**config.mk**
```make
export PLATFORM = sky130hd
export DESIGN_NAME = rom_access_key_event_hold
export DESIGN_NICKNAME = d
export VERILOG_FILES = /design/src/rtl/rakeh_pkg.sv /design/src/rtl/rakeh_mem.sv /design/src/rtl/rom_access_key_event_hold.sv
export SDC_FILE = /design/constraint.sdc
export NUM_CORES = 2
export LEC_CHECK = 0
export BUFFER_PORTS_ARGS = -buffer_cell sky130_fd_sc_hd__buf_2
export CORE_UTILIZATION = 55
export CTS_CLUSTER_DIAMETER = 100
export DETAILED_ROUTE_END_ITERATION = 6
export GPL_ROUTABILITY_DRIVEN = 0
export PLACE_DENSITY = 0.73
export SYNTH_ARGS = -nofsm -noshare
export SYNTH_HDL_FRONTEND = slang
export SYNTH_SLANG_ARGS = --single-unit
```
**constraint.sdc**
```tcl
create_clock -name aclk -period 16.8 [get_ports aclk]
set_input_delay 4.2 -clock aclk [delete_from_list [all_inputs] [get_ports aclk]]
set_output_delay 4.2 -clock aclk [all_outputs]
set_load 0.02 [all_outputs]
```
**src/rtl/rakeh_pkg.sv**
```systemverilog
// shared types, constants and decode helpers for the rom access key event hold block
package rakeh_pkg;

    localparam int BITMAP_W = 128;
    localparam int HALF_W   = 64;

    localparam logic [15:0] KEY_BASE   = 16'h9000;
    localparam logic [15:0] KEY_MASK   = 16'hFF80;
    localparam logic [15:0] KEY_BITS   = 16'h007F;
    localparam logic [7:0]  HOLD_RESET = 8'd20;
    localparam logic [15:0] ADDR_TICK  = 16'hDCBA;
    localparam logic [15:0] ADDR_START = 16'hE1A8;
    localparam logic [15:0] ADDR_EXIT  = 16'hABCD;

    localparam logic [2:0] EV_NONE  = 3'd0;
    localparam logic [2:0] EV_TICK  = 3'd1;
    localparam logic [2:0] EV_START = 3'd2;
    localparam logic [2:0] EV_EXIT  = 3'd3;
    localparam logic [2:0] EV_KEY   = 3'd4;

    localparam logic REQ_BUS   = 1'b0;
    localparam logic REQ_MERGE = 1'b1;

    typedef struct packed {
        logic        req_type;
        logic [15:0] access_addr;
        logic        rom_window_hit;
        logic [63:0] host_keys_low;
        logic [63:0] host_keys_high;
    } rakeh_in_t;

    typedef struct packed {
        logic [2:0]  event_code;
        logic        bitmap_valid;
        logic [63:0] merged_keys_low;
        logic [63:0] merged_keys_high;
    } rakeh_out_t;

    function automatic logic is_key_addr(input logic [15:0] addr);
        return (addr & KEY_MASK) == KEY_BASE;
    endfunction

    // event for a host bus access
    function automatic logic [2:0] decode_event(input logic [15:0] addr, input logic hit);
        logic [2:0] ev;
        ev = EV_NONE;
        if (hit) begin
            if (is_key_addr(addr)) begin
                ev = EV_KEY;
            end else if (addr == ADDR_TICK) begin
                ev = EV_TICK;
            end else if (addr == ADDR_START) begin
                ev = EV_START;
            end else if (addr == ADDR_EXIT) begin
                ev = EV_EXIT;
            end
        end
        return ev;
    endfunction

endpackage

```
**src/rtl/rakeh_mem.sv**
```systemverilog
// hold counter memory with one write and one registered read port, per-entry valid bits
module rakeh_mem #(
    parameter int DEPTH = 128,
    parameter int AW    = 7
) (
    input  logic          aclk,
    input  logic          aresetn,
    input  logic          wr_en,
    input  logic [AW-1:0] wr_addr,
    input  logic [7:0]    wr_data,
    input  logic          rd_en,
    input  logic [AW-1:0] rd_addr,
    output logic [7:0]    rd_data
);

    logic [7:0]       mem [DEPTH];
    logic [DEPTH-1:0] vld_reg;
    logic [7:0]       mem_q_reg;
    logic             vld_q_reg;

    always_ff @(posedge aclk) begin
        if (wr_en) begin
            mem[wr_addr] <= wr_data;
        end
        if (rd_en) begin
            mem_q_reg <= mem[rd_addr];
        end
    end

    // entries never written read as zero
    always_ff @(posedge aclk) begin
        if (!aresetn) begin
            vld_reg   <= '0;
            vld_q_reg <= 1'b0;
        end else begin
            if (wr_en) begin
                vld_reg[wr_addr] <= 1'b1;
            end
            if (rd_en) begin
                vld_q_reg <= vld_reg[rd_addr];
            end
        end
    end

    assign rd_data = vld_q_reg ? mem_q_reg : 8'd0;

endmodule

```
**src/rtl/rom_access_key_event_hold.sv**
```systemverilog
// top level: access decoder, counter walk sequencer and result buffering
//
// Input channel s_valid/s_ready/s_data carries one request: a host bus access
// (req_type 0) or a frame-tick merge request (req_type 1). Every request gives
// exactly one result on m_valid/m_ready/m_data.
// A bus access is decoded in the accept cycle; a key address loads the hold
// counter of its scancode, and the result is registered into the output
// register, or into the holding buffer if the output stalls. A merge request
// walks the hold counter memory one entry per cycle through its single read
// port, with the decrement written back on the write port in the following
// cycle; the result forms in the drain state, then a new request is taken.
// A finished result that the receiver stalls goes into a one-entry holding
// buffer, so one more bus access can be accepted; s_ready drops while that
// buffer is full or a walk is running.
// The hold_frames register is written through cfg_valid/cfg_ready/cfg_data
// (always ready) and resets to 20. Reset clears all hold counters at once
// through per-entry valid bits, so no clearing pass is needed.
module rom_access_key_event_hold #(
    parameter int NUM_SCANCODES = 128
) (
    input  logic                  aclk,
    input  logic                  aresetn,
    input  logic                  s_valid,
    output logic                  s_ready,
    input  rakeh_pkg::rakeh_in_t  s_data,
    output logic                  m_valid,
    input  logic                  m_ready,
    output rakeh_pkg::rakeh_out_t m_data,
    input  logic                  cfg_valid,
    output logic                  cfg_ready,
    input  logic [7:0]            cfg_data
);

    localparam int AW = $clog2(NUM_SCANCODES);
    localparam logic [AW-1:0] LAST_IDX = AW'(NUM_SCANCODES - 1);
    localparam logic [7:0]    NUM_8    = 8'(NUM_SCANCODES);

    typedef enum logic [1:0] {
        ST_IDLE,
        ST_WALK,
        ST_DRAIN
    } state_t;

    state_t                         state_reg, state_next;
    logic [AW-1:0]                  cnt_reg, cnt_next;
    logic                           rv_reg, rv_next;
    logic [AW-1:0]                  ridx_reg, ridx_next;
    logic [rakeh_pkg::BITMAP_W-1:0] bm_reg, bm_next;
    logic [7:0]                     hold_reg, hold_next;
    logic                           m_valid_reg, m_valid_next;
    rakeh_pkg::rakeh_out_t          m_data_reg, m_data_next;
    logic                           pend_reg, pend_next;
    rakeh_pkg::rakeh_out_t          pend_data_reg, pend_data_next;

    logic                           s_fire;
    logic                           bus_fire;
    logic                           key_wr;
    logic [6:0]                     key_sc;
    logic                           ret_hit;
    logic [7:0]                     rd_data;
    logic                           wr_en;
    logic [AW-1:0]                  wr_addr;
    logic [7:0]                     wr_data;
    logic                           rd_en;
    logic [rakeh_pkg::BITMAP_W-1:0] bm_merged;
    logic                           done;
    rakeh_pkg::rakeh_out_t          res;
    logic                           out_free;

    assign s_ready   = (state_reg == ST_IDLE) && !pend_reg;
    assign cfg_ready = 1'b1;
    assign m_valid   = m_valid_reg;
    assign m_data    = m_data_reg;

    assign s_fire   = s_valid && s_ready;
    assign bus_fire = s_fire && (s_data.req_type == rakeh_pkg::REQ_BUS);
    assign key_sc   = 7'(s_data.access_addr & rakeh_pkg::KEY_BITS);
    assign key_wr   = bus_fire && s_data.rom_window_hit
                      && rakeh_pkg::is_key_addr(s_data.access_addr)
                      && ({1'b0, key_sc} < NUM_8);

    // returned counter from the entry read last cycle
    assign ret_hit = rv_reg && (rd_data != 8'd0);

    assign wr_en   = key_wr || ret_hit;
    assign wr_addr = ret_hit ? ridx_reg : key_sc[AW-1:0];
    assign wr_data = ret_hit ? (rd_data - 8'd1) : hold_reg;
    assign rd_en   = (state_reg == ST_WALK);

    assign bm_merged = ret_hit
        ? (bm_reg | (rakeh_pkg::BITMAP_W'(1) << ridx_reg))
        : bm_reg;

    assign done     = bus_fire || (state_reg == ST_DRAIN);
    assign out_free = !m_valid_reg || m_ready;

    always_comb begin
        res = '0;
        if (state_reg == ST_DRAIN) begin
            res.event_code       = rakeh_pkg::EV_NONE;
            res.bitmap_valid     = 1'b1;
            res.merged_keys_low  = bm_merged[rakeh_pkg::HALF_W-1:0];
            res.merged_keys_high = bm_merged[rakeh_pkg::BITMAP_W-1:rakeh_pkg::HALF_W];
        end else begin
            res.event_code = rakeh_pkg::decode_event(s_data.access_addr,
                                                     s_data.rom_window_hit);
        end
    end

    always_comb begin
        state_next     = state_reg;
        cnt_next       = cnt_reg;
        rv_next        = 1'b0;
        ridx_next      = ridx_reg;
        bm_next        = bm_reg;
        hold_next      = hold_reg;
        m_valid_next   = m_valid_reg;
        m_data_next    = m_data_reg;
        pend_next      = pend_reg;
        pend_data_next = pend_data_reg;

        if (cfg_valid && cfg_ready) begin
            hold_next = cfg_data;
        end

        case (state_reg)
            ST_IDLE: begin
                if (s_fire && (s_data.req_type == rakeh_pkg::REQ_MERGE)) begin
                    bm_next    = {s_data.host_keys_high, s_data.host_keys_low};
                    cnt_next   = '0;
                    state_next = ST_WALK;
                end
            end
            ST_WALK: begin
                bm_next   = bm_merged;
                rv_next   = 1'b1;
                ridx_next = cnt_reg;
                cnt_next  = cnt_reg + AW'(1);
                if (cnt_reg == LAST_IDX) begin
                    state_next = ST_DRAIN;
                end
            end
            ST_DRAIN: begin
                state_next = ST_IDLE;
            end
            default: begin
                state_next = ST_IDLE;
            end
        endcase

        // a new result can only finish while the holding buffer is empty
        if (out_free) begin
            if (pend_reg) begin
                m_valid_next = 1'b1;
                m_data_next  = pend_data_reg;
                pend_next    = 1'b0;
            end else begin
                m_valid_next = done;
                if (done) begin
                    m_data_next = res;
                end
            end
        end else if (done) begin
            pend_next      = 1'b1;
            pend_data_next = res;
        end
    end

    always_ff @(posedge aclk) begin
        if (!aresetn) begin
            state_reg   <= ST_IDLE;
            cnt_reg     <= '0;
            rv_reg      <= 1'b0;
            hold_reg    <= rakeh_pkg::HOLD_RESET;
            m_valid_reg <= 1'b0;
            pend_reg    <= 1'b0;
        end else begin
            state_reg   <= state_next;
            cnt_reg     <= cnt_next;
            rv_reg      <= rv_next;
            hold_reg    <= hold_next;
            m_valid_reg <= m_valid_next;
            pend_reg    <= pend_next;
        end
        ridx_reg      <= ridx_next;
        bm_reg        <= bm_next;
        m_data_reg    <= m_data_next;
        pend_data_reg <= pend_data_next;
    end

    rakeh_mem #(
        .DEPTH (NUM_SCANCODES),
        .AW    (AW)
    ) u_mem (
        .aclk    (aclk),
        .aresetn (aresetn),
        .wr_en   (wr_en),
        .wr_addr (wr_addr),
        .wr_data (wr_data),
        .rd_en   (rd_en),
        .rd_addr (cnt_reg),
        .rd_data (rd_data)
    );

endmodule

```
# ---- After elaboration in Yosys (flattened, before gate mapping)
# Memory sizes are Yosys's and may differ from the RTL's. A register that Yosys moved wholly into a read port is not among the register bits.
# Cells that the tools add are included.
dict set report op_classes {
  n_reduce_logical 22
  n_addsub 2
  bitwise 5
  shifts 1
  eq_ne 9
  n_lt_le_gt_ge 3
  n_mux 28
}
# op n
set ops {}
lappend ops {{2-to-1 mux 132 bit} 2}
lappend ops {{2-to-1 mux 128 bit} 2}
lappend ops {{bitwise OR 128 bit} 2}
lappend ops {{one-hot mux 128 bit (2 select lines)} 1}
lappend ops {{2-to-1 mux 129 bit} 1}
lappend ops {{left shift 1 x 7 -> 128 bit, first input constant} 1}
lappend ops {{== test 16 bit, second input constant} 3}
lappend ops {{< comparator 7 x 8 -> 1 bit, second input constant} 2}
lappend ops {{2-to-1 mux 8 bit} 2}
lappend ops {{2-to-1 mux 7 bit} 2}
lappend ops {{one-hot mux 7 bit (2 select lines)} 1}
lappend ops {{2-to-1 mux 2 bit} 5}
lappend ops {{== test 9 bit, second input constant} 1}
lappend ops {{2-to-1 mux 3 bit} 3}
lappend ops {{logical AND 1 bit} 8}
lappend ops {{AND reduction 2 bit} 4}
lappend ops {{nonzero test 8 bit} 1}
lappend ops {{subtractor 8 x 1 -> 8 bit, second input constant} 1}
lappend ops {{adder 7 x 1 -> 7 bit, second input constant} 1}
lappend ops {{binary-select mux 1 bit (select 7 bit)} 1}
lappend ops {{demux 1 bit (select 7 bit)} 1}
lappend ops {{== test 7 bit, second input constant} 1}
lappend ops {{greater-or-equal comparator 7 x 1 -> 1 bit, second input constant} 1}
lappend ops {{2-to-1 mux 1 bit} 6}
lappend ops {{other kinds (10)} 17}
dict set report totals {
  inputBits 159
  mem_count 1
  register_bits 548
  ramBits 1024
  out_inout_bits 135
}
# memory depth word_bits rd rd_ports_with_merged_regs write_ports line_no
set memory_table {}
lappend memory_table {u_mem.mem 128 8 1 1 1 rakeh_mem.sv:16} ;# logic [7:0] mem [DEPTH];

# ---- Longest topological paths before layout
dict set report logic_depth {
  depth_word 9
  depth_mapped 12
}

# ---- By module
# A second synthesis with hierarchy kept.
dict set report unflattened {
  cells_unflattened 3494
  area_unflattened_um2 61961.9
}
# module cells_each instances area_per_inst_um2 seq_area_each_um2
set modules_own_cells {}
lappend modules_own_cells {rakeh_mem 2017 1 44552.7 33572.2}
lappend modules_own_cells {rom_access_key_event_hold 1477 1 17409.2 12381.9}

# ---- Worst setup path before layout
# No wires, ideal clock.
dict set report synth_path {
  path_kind {input -> register}
  start {input s_valid}
  end {register m_data_reg (netlist bit m_data[0]) (enable)}
  slack_ns 5.757
  path_buffers 0
  required_time_ns 16.160
  cell_stages 5
  arrival_time_ns 10.403
  setup_ns 0.640
  cell_sequence {nor2b_1 -> nor2_1 -> nor2_1 -> nor2_1 -> nor2b_1}
}
dict set report synth_via {
  elab_chain_cells 5
}
# item line_no
set synth_rtl {}
lappend synth_rtl {{start: declaration} rom_access_key_event_hold.sv:23} ;# input logic s_valid,
lappend synth_rtl {{logical AND 1 bit} rom_access_key_event_hold.sv:75} ;# assign s_fire = s_valid && s_ready;
lappend synth_rtl {{logical AND 1 bit} rom_access_key_event_hold.sv:76} ;# assign bus_fire = s_fire && (s_data.req_type == rakeh_pkg::REQ_BUS);
lappend synth_rtl {{logical OR 1 bit} rom_access_key_event_hold.sv:94} ;# assign done = bus_fire || (state_reg == ST_DRAIN);
lappend synth_rtl {{nonzero test 2 bit (no source line)} -}
lappend synth_rtl {{AND reduction 2 bit (no source line)} -}
lappend synth_rtl {{end signal: assignment} rom_access_key_event_hold.sv:187} ;# m_data_reg <= m_data_next;
lappend synth_rtl {{end: declaration} rom_access_key_event_hold.sv:51} ;# rakeh_pkg::rakeh_out_t m_data_reg, m_data_next;
# Every way passes these cells.
# A chain may end at the register's enable or synchronous reset.

# ---- Final worst setup path
dict set report layout_path {
  start {input s_data[133] (netlist name)}
  end {memory u_mem.mem[121][2] (enable)}
}
dict set report layout_via {
  elab_chain_cells 1
}
# item line_no
set layout_rtl {}
lappend layout_rtl {{start: declaration} rom_access_key_event_hold.sv:25} ;# input rakeh_pkg::rakeh_in_t s_data,
lappend layout_rtl {{2-to-1 mux 7 bit} rom_access_key_event_hold.sv:86} ;# assign wr_addr = ret_hit ? ridx_reg : key_sc[AW-1:0];
lappend layout_rtl {{end: declaration} rakeh_mem.sv:16}
# Every way passes these cells.

==> results_dict.tcl <==
set metrics [dict create \
    hold_violations 0 \
    synth_edf_count 1431 \
    skew_ns 0.0249 \
    worstPathMaxFanout 9 \
    crit_arrival_ns 6.83 \
    layout_commonest_cell "edfxtp_1" \
    place_area_mm2 0.0652 \
    cts_setup_buffers 0 \
    grt_antenna_before_repair 14 \
    synth_area_leaders "edfxtp_1 (69%), mux4_2 (13%), dfxtp_1 (4.8%)" \
    flow.area_growth_from_synthesis_pct 13.4 \
    via_count 34600 \
    ctsHoldBuffers 0 \
    fin_nets 3946 \
    finalCritPeriodShare 0.384 \
    min_period_ns 6.46 \
    largest_reg_flops 1024 \
    worst_pin_slew_ns 1.29 \
    initial_core_util 0.558 \
    drcViolationCount 0 \
    antenna_left 0 \
    rr_endpoint "u_mem.mem_q_reg[6]" \
    dp_hpwl_um 94500 \
    drt-initial-drc-count 4598 \
    wire_per_inst_um 28.7 \
    final_max_slew_viol_count 0 \
    synth_top_area_frac 0.692 \
    cts.clk_slew.worst_paths_ns 0.06 \
    numCtsBuffers 151 \
    fin_area_mm2 0.0705 \
    status "completed" \
    startpoint_type "primary input" \
    r2r_cells 7 \
    synth_cell_types 56 \
    peakVddDrop_mv 0.107 \
    port_buffers 292 \
    critical_path_buf_inv_count 1 \
    synth.net_count 3669 \
    cts.sinks 1580 \
    p_int_mw 6.58 \
    num_io_pins 294 \
    grt_pass1_vias 33400 \
    cap_violations 0 \
    grt_start_max_net_pins 194 \
    power.density_mw_per_mm2 118 \
    syn_inst 3507 \
    die_x_um 338 \
    post-place-ws_ns 9.61 \
    clk_latency_ns 0.76 \
    end_kind "flip-flop" \
    routed.top_layer "met5" \
    layout-drive-gt1-share 0.255 \
    rsz0062_at_grt "no" \
    crit_path_frequent_cell "nand2_1" \
    core_area_mm2 0.111 \
    setup_violations 0 \
    hold_class "reg2reg" \
    synth_ff_type "edfxtp_1" \
    viasPerCell 6.39 \
    ys_ff_latch 1580 \
    timing.rr.start "cnt_reg[0]" \
    endpoint "u_mem.mem[121][2]" \
    clockPowerShare 0.424 \
    die_h_um 338 \
    cp_top_family "simple AND/OR/NAND/NOR gates" \
    cts-resized-gates 0 \
    yosys.area.top_type "edfxtp_1" \
    route.met2.wl_um 72100 \
    path_cells "buf_2, nand2_1, mux2i_1, nand2_1, nor2_1" \
    ys_seq_area_frac 0.740 \
    num_rows 122 \
    maxSlewHeadroom 0.117 \
    fin_tns_setup_ns 0 \
    critical_path.max_stage_delay_ns 0.94 \
    cts.path.max_buffers 3 \
    grt_overflow 0 \
    switching_share 0.210 \
    syn_avg_cell_area_um2 17.7 \
    cp.required_ns 17.17 \
    crit_start "s_data[133]" \
    post-route-util 0.633 \
    synth_area_mm2 0.0621 \
    cts_tree "done" \
    synthArstFlopShare 0 \
    cp.depth 5 \
    grt_pass1_wl_um 227000 \
    htree_levels 4 \
    drt_wl_total_um 155000 \
    crit_slowest_cell "mux2i_1" \
    p_leak_nw 22.3 \
    worst_slack_ns 10.34 \
    timing.fmax_ghz 0.155 \
    r2r_slack_ns 11.56 \
    met1Wirelength_um 59600 \
    grt_usage 0.271 \
    holdWs_ns 0.464 \
    die_area_mm2 0.114 \
    switchingPower_mw 1.75 \
    yosys_warnings 0 \
    p_seq_frac 0.526 \
    wl_met3_um 17700 \
    criticalPathCategory "in2reg" \
    pwr-share-comb 0.049 \
    dr.pass1.iters 5 \
    final_cell_mix "edfxtp_1 (1,431), mux4_2 (365), nor2_1 (314)" \
    clockRootBuffer "clkbuf_16" \
]
[cells in the mapped netlist (25+ instances only)]
library cell,number
o21a_1,128
dfxtp_1,149
edfxtp_1,1431
o31ai_1,130
o21ai_0,39
mux2i_1,29
nor2_1,315
nand2_1,301
buf_2,33
clkbuf_1,161
buf_1,25
mux4_2,365
a21oi_1,140
o21ai_1,100
[kinds of logic after synthesis]
kind of cell / Yosys count / synth area share
AO/OA/AOI/OAI: 566 / 0.0571
multiplexers: 409 / 0.140
flip-flops: 1580 / 0.740
other: 1 / 0.0000604
AND/OR/NAND/NOR: 713 / 0.0472
buffers and inverters: 230 / 0.0150
XOR/XNOR: 5 / 0.000705
adder cells (fa/ha/maj): 3 / 0.000604
[power groups by stage]
stage	Clock, mW	Combinational, mW	Sequential [mW]
2_1_floorplan	0	0.232	4.49
3_3_place_gp	0	0.404	4.46
3_5_place_dp	0	0.409	4.46
4_1_cts	3.57	0.410	4.38
5_1_grt	3.71	0.435	4.38
6_report	3.53	0.408	4.38
[stage by stage]
stage	power, mW	cells
floorplan	4.72	3507
global placement	4.87	5119
detailed placement	4.87	5119
CTS	8.36	5399
global route	8.53	5402
finish	8.32	5409
[routing by layer]
metal,up-vias,global-route usage
met4,20,0.102
met5,-,0
li1,14500,-
met1,17500,0.387
met2,2270,0.409
met3,328,0.0661
[worst min-delay path by stage]
stage / cells after the start / start / endpoint / slack [ns]
floorplan: 0 / cnt_reg[2] / ridx_reg[2] / 0.41
global placement: 1 / u_mem.vld_reg[81] / u_mem.vld_reg[81] / 0.44
detailed placement: 1 / u_mem.vld_reg[3] / u_mem.vld_reg[3] / 0.45
CTS: 1 / u_mem.vld_reg[81] / u_mem.vld_reg[81] / 0.47
global route: 1 / u_mem.vld_reg[5] / u_mem.vld_reg[5] / 0.48
finish: 1 / u_mem.vld_reg[63] / u_mem.vld_reg[63] / 0.46
[area by class of cell]
type	instances	area, um2
multi-input cells	1697	15500
well taps	1488	1860
fillers	7477	40800
inverters	6	25.0
flip-flops and latches	1580	46000
clock inverters	93	1060
repair buffers	348	1910
diodes	10	25.0
clock buffers	187	4130
(Power assumes the default switching activity.)
